$ cat config.mk
export PLATFORM = sky130hd
export DESIGN_NAME = gujarati_byte_to_unicode_decoder
export DESIGN_NICKNAME = d
export VERILOG_FILES = /design/src/rtl/core/gjd_pkg.sv /design/src/rtl/core/gjd_front.sv /design/src/rtl/core/gjd_queue.sv /design/src/rtl/core/gjd_back.sv /design/src/rtl/core/gujarati_byte_to_unicode_decoder.sv
export SDC_FILE = /design/constraint.sdc
export NUM_CORES = 1
export LEC_CHECK = 0
export BUFFER_PORTS_ARGS = -buffer_cell sky130_fd_sc_hd__buf_4
export CAP_MARGIN = 10
export CORE_MARGIN = 3
export CORE_UTILIZATION = 45
export CTS_CLUSTER_SIZE = 25
export DETAILED_ROUTE_END_ITERATION = 12
export GPL_TIMING_DRIVEN = 0
export HOLD_SLACK_MARGIN = 0.02
export PLACE_DENSITY_LB_ADDON = 0.15
export SETUP_SLACK_MARGIN = 0.5
export SLEW_MARGIN = 30
export SYNTH_ARGS = -nofsm -noshare
export SYNTH_HDL_FRONTEND = slang
export SYNTH_SLANG_ARGS = --single-unit
$ cat constraint.sdc
create_clock -name clock -period 4 [get_ports clock]
set_clock_uncertainty 0.15 [all_clocks]
set_input_delay 0.6 -clock clock [delete_from_list [all_inputs] [get_ports clock]]
set_output_delay 0.6 -clock clock [all_outputs]
set_load 0.03 [all_outputs]
$ cat src/rtl/core/gjd_pkg.sv
// ----------------------------------------------------------------------------
// gjd_pkg
// Shared types, constants and the byte map for the Gujarati byte decoder.
// ----------------------------------------------------------------------------
package gjd_pkg;

   // Byte codes that start or close a two-byte sequence.
   localparam logic [7:0] NUKTA_BYTE  = 8'hE9;
   localparam logic [7:0] VIRAMA_BYTE = 8'hE8;
   localparam logic [7:0] LEAD_A1     = 8'hA1;
   localparam logic [7:0] LEAD_AA     = 8'hAA;
   localparam logic [7:0] LEAD_DF     = 8'hDF;

   // Code points produced by the two-byte sequences.
   localparam logic [13:0] CP_OM     = 14'h0AD0;
   localparam logic [13:0] CP_RR     = 14'h0AE0;
   localparam logic [13:0] CP_RRV    = 14'h0AC4;
   localparam logic [13:0] CP_VIRAMA = 14'h0ACD;
   localparam logic [13:0] CP_ZWNJ   = 14'h200C;
   localparam logic [13:0] CP_ZWJ    = 14'h200D;

   // Which lead byte is held back.
   typedef enum logic [1:0] {
      KIND_A1 = 2'd0,
      KIND_AA = 2'd1,
      KIND_DF = 2'd2,
      KIND_E8 = 2'd3
   } gjd_kind_type;

   // One queue entry: the results caused by one input byte.
   typedef struct packed {
      logic        two_results;
      logic [13:0] cp_first;
      logic [13:0] cp_second;
   } gjd_entry_type;

   // Code points for bytes 0x80 to 0xFF; zero marks an unmapped byte.
   localparam logic [13:0] HIGH_ROM [128] = '{
      14'h00D7, 14'h2212, 14'h2013, 14'h2014, 14'h2018, 14'h2019, 14'h2026, 14'h2022,
      14'h00A9, 14'h00AE, 14'h2122, 14'h0000, 14'h0000, 14'h0000, 14'h0000, 14'h0000,
      14'h0965, 14'h0000, 14'h0000, 14'h0000, 14'h0000, 14'h0000, 14'h0000, 14'h0000,
      14'h0000, 14'h0000, 14'h0000, 14'h0000, 14'h0000, 14'h0000, 14'h0000, 14'h0000,
      14'h0000, 14'h0A81, 14'h0A82, 14'h0A83, 14'h0A85, 14'h0A86, 14'h0A87, 14'h0A88,
      14'h0A89, 14'h0A8A, 14'h0A8B, 14'h0000, 14'h0A8F, 14'h0A90, 14'h0A8D, 14'h0000,
      14'h0A93, 14'h0A94, 14'h0A91, 14'h0A95, 14'h0A96, 14'h0A97, 14'h0A98, 14'h0A99,
      14'h0A9A, 14'h0A9B, 14'h0A9C, 14'h0A9D, 14'h0A9E, 14'h0A9F, 14'h0AA0, 14'h0AA1,
      14'h0AA2, 14'h0AA3, 14'h0AA4, 14'h0AA5, 14'h0AA6, 14'h0AA7, 14'h0AA8, 14'h0000,
      14'h0AAA, 14'h0AAB, 14'h0AAC, 14'h0AAD, 14'h0AAE, 14'h0AAF, 14'h0000, 14'h0AB0,
      14'h0000, 14'h0AB2, 14'h0AB3, 14'h0000, 14'h0AB5, 14'h0AB6, 14'h0AB7, 14'h0AB8,
      14'h0AB9, 14'h200E, 14'h0ABE, 14'h0ABF, 14'h0AC0, 14'h0AC1, 14'h0AC2, 14'h0AC3,
      14'h0000, 14'h0AC7, 14'h0AC8, 14'h0AC5, 14'h0000, 14'h0ACB, 14'h0ACC, 14'h0AC9,
      14'h0ACD, 14'h0ABC, 14'h0964, 14'h0000, 14'h0000, 14'h0000, 14'h0000, 14'h0000,
      14'h0000, 14'h0AE6, 14'h0AE7, 14'h0AE8, 14'h0AE9, 14'h0AEA, 14'h0AEB, 14'h0AEC,
      14'h0AED, 14'h0AEE, 14'h0AEF, 14'h0000, 14'h0000, 14'h0000, 14'h0000, 14'h0000
   };

   // Maps one byte to its code point: ASCII passes, the upper half uses the ROM.
   function automatic logic [13:0] map_byte(input logic [7:0] b);
      logic [13:0] cp;
      if (b[7] == 1'b0) begin
         cp = {6'd0, b};
      end else begin
         cp = HIGH_ROM[b[6:0]];
      end
      return cp;
   endfunction

   // Byte value of a held lead kind.
   function automatic logic [7:0] kind_byte(input gjd_kind_type k);
      logic [7:0] b;
      case (k)
         KIND_A1: b = LEAD_A1;
         KIND_AA: b = LEAD_AA;
         KIND_DF: b = LEAD_DF;
         KIND_E8: b = VIRAMA_BYTE;
         default: b = LEAD_A1;
      endcase
      return b;
   endfunction

   // Code point of a lead byte joined with a nukta.
   function automatic logic [13:0] kind_pair(input gjd_kind_type k);
      logic [13:0] cp;
      case (k)
         KIND_A1: cp = CP_OM;
         KIND_AA: cp = CP_RR;
         KIND_DF: cp = CP_RRV;
         default: cp = CP_OM;
      endcase
      return cp;
   endfunction

endpackage

$ cat src/rtl/core/gjd_front.sv
// ----------------------------------------------------------------------------
// gjd_front
// Accepts input bytes, tracks the held lead byte and turns each byte into
// a queue entry of one or two code points (or none while a byte is held).
// ----------------------------------------------------------------------------
module gjd_front (
   input  logic                   clock,
   input  logic                   reset,
   input  logic                   req_valid,
   output logic                   req_stall,
   input  logic [7:0]             req_in_byte,
   input  logic                   req_end_of_stream,
   input  logic                   queue_full,
   output logic                   push_valid,
   output gjd_pkg::gjd_entry_type push_entry,
   output logic                   held_valid
);

   logic                 held_valid_ff;
   logic                 held_valid_in;
   gjd_pkg::gjd_kind_type held_kind_ff;
   gjd_pkg::gjd_kind_type held_kind_in;
   logic                 accept;
   logic                 is_lead;
   gjd_pkg::gjd_kind_type new_kind;
   logic [13:0]          flush_cp;
   logic [13:0]          byte_cp;
   logic [1:0]           result_count;
   logic [13:0]          cp_first;
   logic [13:0]          cp_second;

   assign req_stall  = queue_full;
   assign accept     = req_valid && !req_stall;
   assign held_valid = held_valid_ff;

   // Classify the incoming byte as a possible lead byte.
   always_comb begin
      is_lead  = 1'b1;
      new_kind = gjd_pkg::KIND_A1;
      case (req_in_byte)
         gjd_pkg::LEAD_A1:     new_kind = gjd_pkg::KIND_A1;
         gjd_pkg::LEAD_AA:     new_kind = gjd_pkg::KIND_AA;
         gjd_pkg::LEAD_DF:     new_kind = gjd_pkg::KIND_DF;
         gjd_pkg::VIRAMA_BYTE: new_kind = gjd_pkg::KIND_E8;
         default:              is_lead  = 1'b0;
      endcase
   end

   assign flush_cp = gjd_pkg::map_byte(gjd_pkg::kind_byte(held_kind_ff));
   assign byte_cp  = gjd_pkg::map_byte(req_in_byte);

   // Decide the results of this beat and the next held state.
   always_comb begin
      result_count  = 2'd0;
      cp_first      = byte_cp;
      cp_second     = byte_cp;
      held_valid_in = 1'b0;
      held_kind_in  = held_kind_ff;
      if (held_valid_ff) begin
         if (held_kind_ff == gjd_pkg::KIND_E8 &&
             (req_in_byte == gjd_pkg::VIRAMA_BYTE || req_in_byte == gjd_pkg::NUKTA_BYTE)) begin
            // Virama pair: virama then a zero-width joiner or non-joiner.
            result_count = 2'd2;
            cp_first     = gjd_pkg::CP_VIRAMA;
            cp_second    = (req_in_byte == gjd_pkg::VIRAMA_BYTE) ?
                           gjd_pkg::CP_ZWNJ : gjd_pkg::CP_ZWJ;
         end else if (held_kind_ff != gjd_pkg::KIND_E8 &&
                      req_in_byte == gjd_pkg::NUKTA_BYTE) begin
            // Lead byte with nukta folds into one code point.
            result_count = 2'd1;
            cp_first     = gjd_pkg::kind_pair(held_kind_ff);
         end else if (is_lead && !req_end_of_stream) begin
            // Flush the old lead byte and hold the new one.
            result_count  = 2'd1;
            cp_first      = flush_cp;
            held_valid_in = 1'b1;
            held_kind_in  = new_kind;
         end else begin
            result_count = 2'd2;
            cp_first     = flush_cp;
            cp_second    = byte_cp;
         end
      end else if (is_lead && !req_end_of_stream) begin
         held_valid_in = 1'b1;
         held_kind_in  = new_kind;
      end else begin
         result_count = 2'd1;
      end
   end

   assign push_valid             = accept && (result_count != 2'd0);
   assign push_entry.two_results = (result_count == 2'd2);
   assign push_entry.cp_first    = cp_first;
   assign push_entry.cp_second   = cp_second;

   // Held lead byte state, updated on every accepted beat.
   always_ff @(posedge clock) begin
      if (reset) begin
         held_valid_ff <= 1'b0;
         held_kind_ff  <= gjd_pkg::KIND_A1;
      end else if (accept) begin
         held_valid_ff <= held_valid_in;
         held_kind_ff  <= held_kind_in;
      end
   end

endmodule

$ cat src/rtl/core/gjd_queue.sv
// ----------------------------------------------------------------------------
// gjd_queue
// Small first-in first-out buffer of result entries between the front and
// the back end.
// ----------------------------------------------------------------------------
module gjd_queue #(
   parameter int DEPTH = 4
) (
   input  logic                   clock,
   input  logic                   reset,
   input  logic                   push_valid,
   input  gjd_pkg::gjd_entry_type push_entry,
   output logic                   full,
   input  logic                   pop,
   output logic                   head_valid,
   output gjd_pkg::gjd_entry_type head_entry
);

   localparam int AW = (DEPTH > 1) ? $clog2(DEPTH) : 1;
   localparam int CW = $clog2(DEPTH + 1);

   gjd_pkg::gjd_entry_type entries_ff [DEPTH];
   logic [AW-1:0]          wr_ptr_ff;
   logic [AW-1:0]          wr_ptr_in;
   logic [AW-1:0]          rd_ptr_ff;
   logic [AW-1:0]          rd_ptr_in;
   logic [CW-1:0]          count_ff;
   logic [CW-1:0]          count_in;
   logic                   do_push;
   logic                   do_pop;

   assign full       = (count_ff == CW'(DEPTH));
   assign head_valid = (count_ff != '0);
   assign head_entry = entries_ff[rd_ptr_ff];
   assign do_push    = push_valid && !full;
   assign do_pop     = pop && head_valid;

   // Pointer and fill count updates.
   always_comb begin
      wr_ptr_in = wr_ptr_ff;
      rd_ptr_in = rd_ptr_ff;
      count_in  = count_ff;
      if (do_push) begin
         wr_ptr_in = (wr_ptr_ff == AW'(DEPTH - 1)) ? '0 : wr_ptr_ff + 1'b1;
      end
      if (do_pop) begin
         rd_ptr_in = (rd_ptr_ff == AW'(DEPTH - 1)) ? '0 : rd_ptr_ff + 1'b1;
      end
      if (do_push && !do_pop) begin
         count_in = count_ff + 1'b1;
      end else if (do_pop && !do_push) begin
         count_in = count_ff - 1'b1;
      end
   end

   always_ff @(posedge clock) begin
      if (reset) begin
         wr_ptr_ff <= '0;
         rd_ptr_ff <= '0;
         count_ff  <= '0;
      end else begin
         wr_ptr_ff <= wr_ptr_in;
         rd_ptr_ff <= rd_ptr_in;
         count_ff  <= count_in;
      end
   end

   // Entry storage needs no reset.
   always_ff @(posedge clock) begin
      if (do_push) begin
         entries_ff[wr_ptr_ff] <= push_entry;
      end
   end

endmodule

$ cat src/rtl/core/gjd_back.sv
// ----------------------------------------------------------------------------
// gjd_back
// Drains queue entries onto the result channel, one code point per beat,
// and marks the final code point of each entry.
// ----------------------------------------------------------------------------
module gjd_back (
   input  logic                   clock,
   input  logic                   reset,
   input  logic                   head_valid,
   input  gjd_pkg::gjd_entry_type head_entry,
   output logic                   pop,
   output logic                   rsp_valid,
   input  logic                   rsp_stall,
   output logic [13:0]            rsp_code_point,
   output logic                   rsp_last_in_run
);

   logic second_ff;
   logic second_in;
   logic beat_done;

   assign rsp_valid       = head_valid;
   assign rsp_code_point  = second_ff ? head_entry.cp_second : head_entry.cp_first;
   assign rsp_last_in_run = second_ff || !head_entry.two_results;
   assign beat_done       = rsp_valid && !rsp_stall;
   assign pop             = beat_done && rsp_last_in_run;

   // Step to the second code point of a two-result entry.
   always_comb begin
      second_in = second_ff;
      if (beat_done) begin
         second_in = !rsp_last_in_run;
      end
   end

   always_ff @(posedge clock) begin
      if (reset) begin
         second_ff <= 1'b0;
      end else begin
         second_ff <= second_in;
      end
   end

endmodule

$ cat src/rtl/core/gujarati_byte_to_unicode_decoder.sv
// ----------------------------------------------------------------------------
// gujarati_byte_to_unicode_decoder
// Decodes a stream of Gujarati-charset bytes into Unicode code points.
// ----------------------------------------------------------------------------
//
//   Channel  Direction  Beat contents
//   req      in         in_byte, end_of_stream
//   rsp      out        code_point, last_in_run
//
// One input beat is taken per cycle while the result queue has room.
// Each byte makes zero, one or two result beats; the result channel moves one
// beat per cycle unless stalled, so two-result bytes set its sustained rate.
// With the queue empty, the first result of a byte shows on the result
// channel the cycle after the byte is accepted; a held lead byte waits for
// the next byte.
// Reset is synchronous and clears the held lead byte and the queue.
// A stalled result channel fills the QUEUE_DEPTH entry queue, then stalls req.
//
module gujarati_byte_to_unicode_decoder #(
   parameter int QUEUE_DEPTH = 4
) (
   input  logic        clock,
   input  logic        reset,
   input  logic        req_valid,
   output logic        req_stall,
   input  logic [7:0]  req_in_byte,
   input  logic        req_end_of_stream,
   output logic        rsp_valid,
   input  logic        rsp_stall,
   output logic [13:0] rsp_code_point,
   output logic        rsp_last_in_run
);

   logic                   queue_full;
   logic                   push_valid;
   gjd_pkg::gjd_entry_type push_entry;
   logic                   pop;
   logic                   head_valid;
   gjd_pkg::gjd_entry_type head_entry;
   logic                   held_valid;

   gjd_front u_front (
      .clock             (clock),
      .reset             (reset),
      .req_valid         (req_valid),
      .req_stall         (req_stall),
      .req_in_byte       (req_in_byte),
      .req_end_of_stream (req_end_of_stream),
      .queue_full        (queue_full),
      .push_valid        (push_valid),
      .push_entry        (push_entry),
      .held_valid        (held_valid)
   );

   gjd_queue #(
      .DEPTH (QUEUE_DEPTH)
   ) u_queue (
      .clock      (clock),
      .reset      (reset),
      .push_valid (push_valid),
      .push_entry (push_entry),
      .full       (queue_full),
      .pop        (pop),
      .head_valid (head_valid),
      .head_entry (head_entry)
   );

   gjd_back u_back (
      .clock           (clock),
      .reset           (reset),
      .head_valid      (head_valid),
      .head_entry      (head_entry),
      .pop             (pop),
      .rsp_valid       (rsp_valid),
      .rsp_stall       (rsp_stall),
      .rsp_code_point  (rsp_code_point),
      .rsp_last_in_run (rsp_last_in_run)
   );

   // An end-of-stream beat never leaves a lead byte held.
   a_eos_flushes: assert property (@(posedge clock) disable iff (reset)
      (req_valid && !req_stall && req_end_of_stream) |=> !held_valid)
      else $error("lead byte still held after end of stream");

   // The first beat of a pair is always followed by its second beat.
   a_pair_complete: assert property (@(posedge clock) disable iff (reset)
      (rsp_valid && !rsp_stall && !rsp_last_in_run) |=> rsp_valid)
      else $error("second result of a pair went missing");

   // Nothing is offered on the result channel right after reset.
   a_reset_empty: assert property (@(posedge clock)
      reset |=> !rsp_valid)
      else $error("result offered after reset");

endmodule

* Word level (Yosys, flattened, before mapping)
Memories as Yosys holds them, arrays and structs flattened. A register that Yosys moved wholly into a read port is not among the register bits.
Cells that the tools add are included.
** Storage, ports and cells
- Bits of input ports :: 13
- Memories kept :: 3
- Word-level logic and storage cells :: 96
- Memory bits (read-only) :: 3584
- Output and inout port bits :: 17
- Bits in registers :: 11
- RAM bits :: 116
** Memory list
- (name not given) :: depth 128, bits a word 14, read ports 1, clocked after memory_dff 0, write ports 0, RTL line gjd_pkg.sv:63 : cp = HIGH_ROM[b[6:0]];
- (name not given) :: depth 128, bits a word 14, read ports 1, clocked after memory_dff 0, write ports 0, RTL line gjd_pkg.sv:63
- u_queue.entries_ff :: depth 4, bits a word 29, read ports 1, clocked after memory_dff 1, write ports 1, RTL line gjd_queue.sv:22 : gjd_pkg::gjd_entry_type entries_ff [DEPTH];
** Cells by class
- Bitwise logic cells :: 2
- Order comparisons :: 2
- Reductions and logical operators :: 26
- Muxes and demuxes :: 38
- Eq/ne operators :: 15
- $add $sub $neg :: 4
** Operators with widths (number)
- 14-bit 2-to-1 mux :: 12
- 8-bit == test, second input constant :: 5
- 8-bit one-hot mux with 4 select lines :: 1
- 2-bit 2-to-1 mux :: 12
- 8-bit >= comparator, second input constant :: 2
- 7-bit NOT with 8-bit output :: 2
- 6-bit one-hot mux with 2 select lines :: 1
- 1-bit logical AND :: 11
- 2-bit == test, second input constant :: 5
- 1-bit 2-to-1 mux :: 9
- 1-bit zero test :: 7
- 3-bit 2-to-1 mux :: 2
- 2-bit != test, second input constant :: 3
- 2-bit one-hot mux with 3 select lines :: 1
- 2-bit by 1-bit adder with 2-bit output, second input constant :: 2
- 2-bit nonzero test :: 2
- 4-bit OR reduction :: 1
- 3-bit by 1-bit adder with 3-bit output, second input constant :: 1
- 3-bit == test, second input constant :: 1
- 3-bit AND reduction :: 1
- 3-bit nonzero test :: 1
- 3-bit by 1-bit subtractor with 3-bit output, second input constant :: 1
- 2-bit by 1-bit == test with 1-bit output, second input constant :: 1
- 2-bit zero test :: 1
- 1-bit logical OR :: 2

* Depth between registers and ports, before layout
- Word-level depth :: 15
- Mapped depth :: 14
- Depth with buffers taken out :: 13

* By module
From an unflattened synthesis, not the netlist that was laid out.
** Second synthesis, totals
- Cells, all modules :: 525
- Area total of the unflattened synthesis :: 7024.2 um^2
** By module, submodules not included
- gjd_queue :: times used 1, area an instance 4702.0 um^2, cells each 201
- gjd_front :: times used 1, area an instance 2060.7 um^2, cells each 300
- gjd_back :: times used 1, area an instance 261.5 um^2, cells each 24

* Worst setup path after synthesis
Ideal clock, no wire load.
- Path type :: input-to-reg
- From :: input req_in_byte[1]
- To :: register u_queue.count_ff[2]
- Stages on the path :: 14
- Setup time :: 0.071 ns
- Data required time :: 3.779 ns
- Arrival :: 3.102 ns
- Slack :: 0.678 ns
- Path through :: inv_1 -> ha_1 -> buf_2 -> nand2b_1 -> a2111oi_2 -> a211oi_1 -> nor3_1 -> nor2_1 -> ha_1 -> inv_1 -> fa_1 -> xor2_1 -> or3_1 -> a21oi_1
** On the way
- Word-level cells in the longest chain between the ends :: 14
- Elaborated cells between the ends (all ways) :: 24
- Classes of those cells :: eq/ne (5); mux (7); reduce/logical (12)
** RTL lines
- start, declared :: RTL line gujarati_byte_to_unicode_decoder.sv:26 : input logic [7:0] req_in_byte,
- 8-bit == test, on equally long branches :: RTL line gjd_front.sv:40, gjd_front.sv:61
- 4-bit OR reduction (no source line)
- 1-bit 2-to-1 mux :: RTL line gjd_front.sv:40 : case (req_in_byte)
- 1-bit logical AND :: RTL line gjd_front.sv:72, gjd_front.sv:83
- 2-bit 2-to-1 mux :: RTL line gjd_front.sv:72 : end else if (is_lead && !req_end_of_stream) begin
- 2-bit 2-to-1 mux :: RTL line gjd_front.sv:67 : end else if (held_kind_ff != gjd_pkg::KIND_E8 &&
- 2-bit 2-to-1 mux :: RTL line gjd_front.sv:60 : if (held_kind_ff == gjd_pkg::KIND_E8 &&
- 2-bit 2-to-1 mux (*) :: RTL line gjd_front.sv:59 : if (held_valid_ff) begin
- 2-bit nonzero test (*) :: RTL line gjd_front.sv:91 : assign push_valid = accept && (result_count != 2'd0);
- 1-bit logical AND (*) :: RTL line gjd_front.sv:91
- 1-bit logical AND (*) :: RTL line gjd_queue.sv:35 : assign do_push = push_valid && !full;
- via u_queue.do_push :: RTL line gjd_queue.sv:29 : logic do_push;
- 1-bit zero test :: RTL line gjd_queue.sv:51 : end else if (do_pop && !do_push) begin
- 1-bit logical AND :: RTL line gjd_queue.sv:51
- 2-bit nonzero test (no source line)
- end signal, assigned :: RTL line gjd_queue.sv:64 : count_ff <= count_in;
- end, declared :: RTL line gjd_queue.sv:27 : logic [CW-1:0] count_ff;
Mark *: on every way through the listed nets, which the timed path passes. The rest lies on a longest branch.
A chain may end at the register's enable or synchronous reset.

* Worst setup path in the final report
Ends and elaborated chain as after synthesis.

==> results.ini <==
[clocking]
clkTransAtPathRegs_ns = 0.05
cts_buffers = 17
clk_path_buf_depth = 2
clock_latency_ns = 0.40
cts_setup_buffers = 0
htreeDepth = 4
cts_tree = built
cts_hold_buf = 0
cts.sinks = 113
cts_root_buf = clkbuf_16
cts_resized = 1

[floorplanning]
initial_core_util_pct = 46.53
die_h_um = 123.5
io_pins = 30
coreArea_um2 = 13350
dieArea_um2 = 15250
std_cell_rows = 42
die_w_um = 123.5

[route]
first_iter_violations = 470
drtPass1Iterations = 5
num_vias = 4550
drc = 0
postRouteAntennaNets = 0
vias_per_cell = 5.995
avgRoutedWirePerCell_um = 21.31
routed_wl_um = 16180

[sta]
hold_viol = 0
tns_ns = 0
max_slew_margin_pct = 40.60
setup_viol = 0
drv_slew = 0
finalCritPeriodShare_pct = 84.05
layout_setup_ws_ns = 0.6382
worst_slew_pin_slew_ns = 0.8829
fmax_mhz = 297.5
fin_crit_ns = 3.362
rsz0062_at_grt = true

[placed_design]
port_buffers = 27
dp_hpwl_um = 11380
dp.cells = 727
gp_congestion = 0.9774
place_ws_ns = -0.02803

[worst_setup_path]
slowest_stage = fa_1
cp-start-kind = input pin
crit_buf_inv = 4
setup.worst_path.class = in2reg
crit_chain = buf_4 > inv_1 > ha_1 > buf_2 > nand2b_1 > a2111oi_2 > a211oi_2 > nor3_1 > nor2_2 > ha_1 > inv_1 > fa_1 > xor2_1 > or3_1 > a21oi_1
required_ns = 4.18
cpPeakStageDelay_ns = 0.42
arrival_ns = 3.54
crit_family = adder cells
crit_path_end_kind = flop
cp_max_fo = 10

[final_layout]
diodes = 0
fin_cells = 759
drive_gt1_share_pct = 20.24
fin_nets = 606
utilization_pct = 54.08
area_growth_pct = 16.22

[synth]
netlist_instances = 523
netlist_area_um2 = 6211
yosysSeqAreaShare_pct = 52.54
syn_avg_cell_area_um2 = 11.88
synth_top_flop_cell = edfxtp_1
synth-edff-count = 100
synth.distinct_cells = 61
ys_ff_latch = 113
ys.warnings.count = 0
ys_async_sr_fraction_pct = 0

[global_routing]
antenna_found_initial = 0
grt-ovfl-total = 0
grt_start_max_net_pins = 26
grt_first_pass_wirelength_um = 25370
grt_usage_pct = 22.40
grt_pass1_vias = 4551

[pwr]
p_sw_share_pct = 28.82
p_leak_uw = 0.002523
p_seq_share_pct = 38.3
intPower_uw = 2770
clockPowerShare_pct = 35.9
switchingPower_uw = 1122
combPwrFrac_pct = 25.8
power_density_nw_per_um2 = 539.2
ir_worst_vdd_uv = 282.3

[run_status]
status = finished clean

[job]
cap_violations = 0

[min_path]
worst_hold_path_type = in2reg

==> worst register-to-register path: stages, from the launching register on <==
cell and delay, ns:
dfxtp_1 0.30, clkbuf_1 0.42, mux4_2 0.59, nand2b_1 0.11, and2_1 0.19, inv_1 0.08
ha_1 0.23, inv_1 0.08, fa_1 0.18, xor2_1 0.07, or3_1 0.31, a21oi_1 0.13
==> metrics by stage <==
| step | instance area, um^2 | power [uW] | hold WS [ns] |
|---|---|---|---|
| 2_1_floorplan | 6215 | 2211 | 0.3158 |
| 3_3_place_gp | 6638 | 2508 | 0.3339 |
| 3_5_place_dp | 6643 | 2523 | 0.3384 |
| 4_1_cts | 7208 | 3923 | 0.3159 |
| 5_1_grt | 7218 | 4068 | 0.3391 |
| 6_report | 7218 | 3892 | 0.3314 |
==> cell type report <==
| cell class | count | area (um^2) |
|---|---|---|
| well taps | 176 | 220.2 |
| inverters | 19 | 71.32 |
| plain buffers | 37 | 168.9 |
| flip-flops and latches | 113 | 3263 |
| multi-input cells | 355 | 2729 |
| clock inverters | 7 | 43.79 |
| clock buffers | 25 | 519.2 |
| fillers | 1189 | 6130 |
| repair buffers | 27 | 202.7 |
==> kinds of logic after synthesis <==
family | count (synthesis) | share of synthesized area, %
adder cells (fa/ha/maj) | 23 | 4.754
multiplexers | 48 | 13.09
AND/OR/NAND/NOR | 160 | 12.55
buffers and inverters | 56 | 3.787
flip-flops | 113 | 52.54
other | 1 | 0.06038
AO/OA/AOI/OAI | 120 | 12.93
XOR/XNOR | 2 | 0.2821
==> registers in the layout, indices dropped and copies added, names as in the netlist, named ones only <==
signal                cells
u_back.second_ff          1
u_front.held_kind_ff      2
u_front.held_valid        1
u_queue.count_ff          3
u_queue.entries_ff      100
u_queue.rd_ptr_ff         2
u_queue.wr_ptr_ff         2
==> power groups by stage <==
stage,clock network (uW),logic [uW],registers (uW)
global placement,0,1000,1510
global route,1470,1090,1500
detailed placement,0,1010,1510
floorplan,0,713,1500
finish,1400,1010,1490
CTS,1420,1010,1490
==> cell usage after synthesis (2+ instances only) <==
cell | number | area, um^2
a211oi_1 | 7 | 52.55
nor2b_1 | 9 | 56.30
o311ai_0 | 3 | 26.28
ha_1 | 22 | 275.3
o211a_1 | 3 | 30.03
a31oi_1 | 4 | 25.02
nor3b_1 | 4 | 30.03
or3_1 | 4 | 25.02
a221oi_1 | 3 | 26.28
a22oi_1 | 4 | 30.03
a211o_1 | 2 | 17.52
mux2_2 | 16 | 180.2
nor3_1 | 15 | 75.07
a311oi_1 | 2 | 17.52
nor2_1 | 41 | 153.9
buf_2 | 8 | 40.04
buf_4 | 2 | 15.01
o22ai_1 | 3 | 18.77
nand2_1 | 44 | 165.2
nand3_1 | 8 | 40.04
mux4_2 | 25 | 563.0
and2_1 | 8 | 50.05
inv_1 | 19 | 71.32
nand3b_1 | 2 | 15.01
a2111o_1 | 2 | 22.52
buf_1 | 6 | 22.52
nand2b_1 | 16 | 100.1
a32oi_1 | 3 | 26.28
o21ai_0 | 31 | 155.2
o211ai_1 | 5 | 37.54
clkbuf_1 | 20 | 75.07
a31o_2 | 2 | 17.52
dfxtp_1 | 13 | 260.3
o2111ai_1 | 4 | 35.03
a21oi_1 | 29 | 145.1
mux2i_1 | 7 | 70.07
a2111oi_0 | 2 | 17.52
nor4_1 | 2 | 12.51
edfxtp_1 | 100 | 3003
xor2_1 | 2 | 17.52
==> placed cells by master, fill, tap and decap left out, types with 13 or more instances in the layout <==
cell,netlist,final
a21oi_1,29,29
buf_4,2,29
clkbuf_1,20,25
clkbuf_16,0,20
dfxtp_1,13,13
edfxtp_1,100,100
ha_1,22,22
inv_1,19,19
mux2_2,16,16
mux4_2,25,25
nand2_1,44,44
nand2b_1,16,16
nor2_1,41,40
nor3_1,15,15
o21ai_0,31,31
==> routing by layer <==
| metal | vias up | wire, um | track usage [%] |
|---|---|---|---|
| li1 | 2094 | - | - |
| met1 | 2248 | 7254 | 30.61 |
| met2 | 181 | 7617 | 34.86 |
| met3 | 27 | 892 | 4.941 |
| met4 | 0 | 412 | 8.927 |
| met5 | - | 0 | 0 |
==> worst paths after layout <==
kind | end | start | slack [ns] | cells after the start
worst max-delay path | u_queue.count_ff[2] | req_in_byte[1] | 0.64 | 15
worst min-delay path | u_queue.wr_ptr_ff[1] | reset | 0.33 | 3
worst max register to register | u_queue.count_ff[2] | flop | 1.08 | 11
worst min register to register | u_queue.count_ff[2] | u_queue.count_ff[2] | 0.35 | 2
Power figures use the tool's default switching activity.
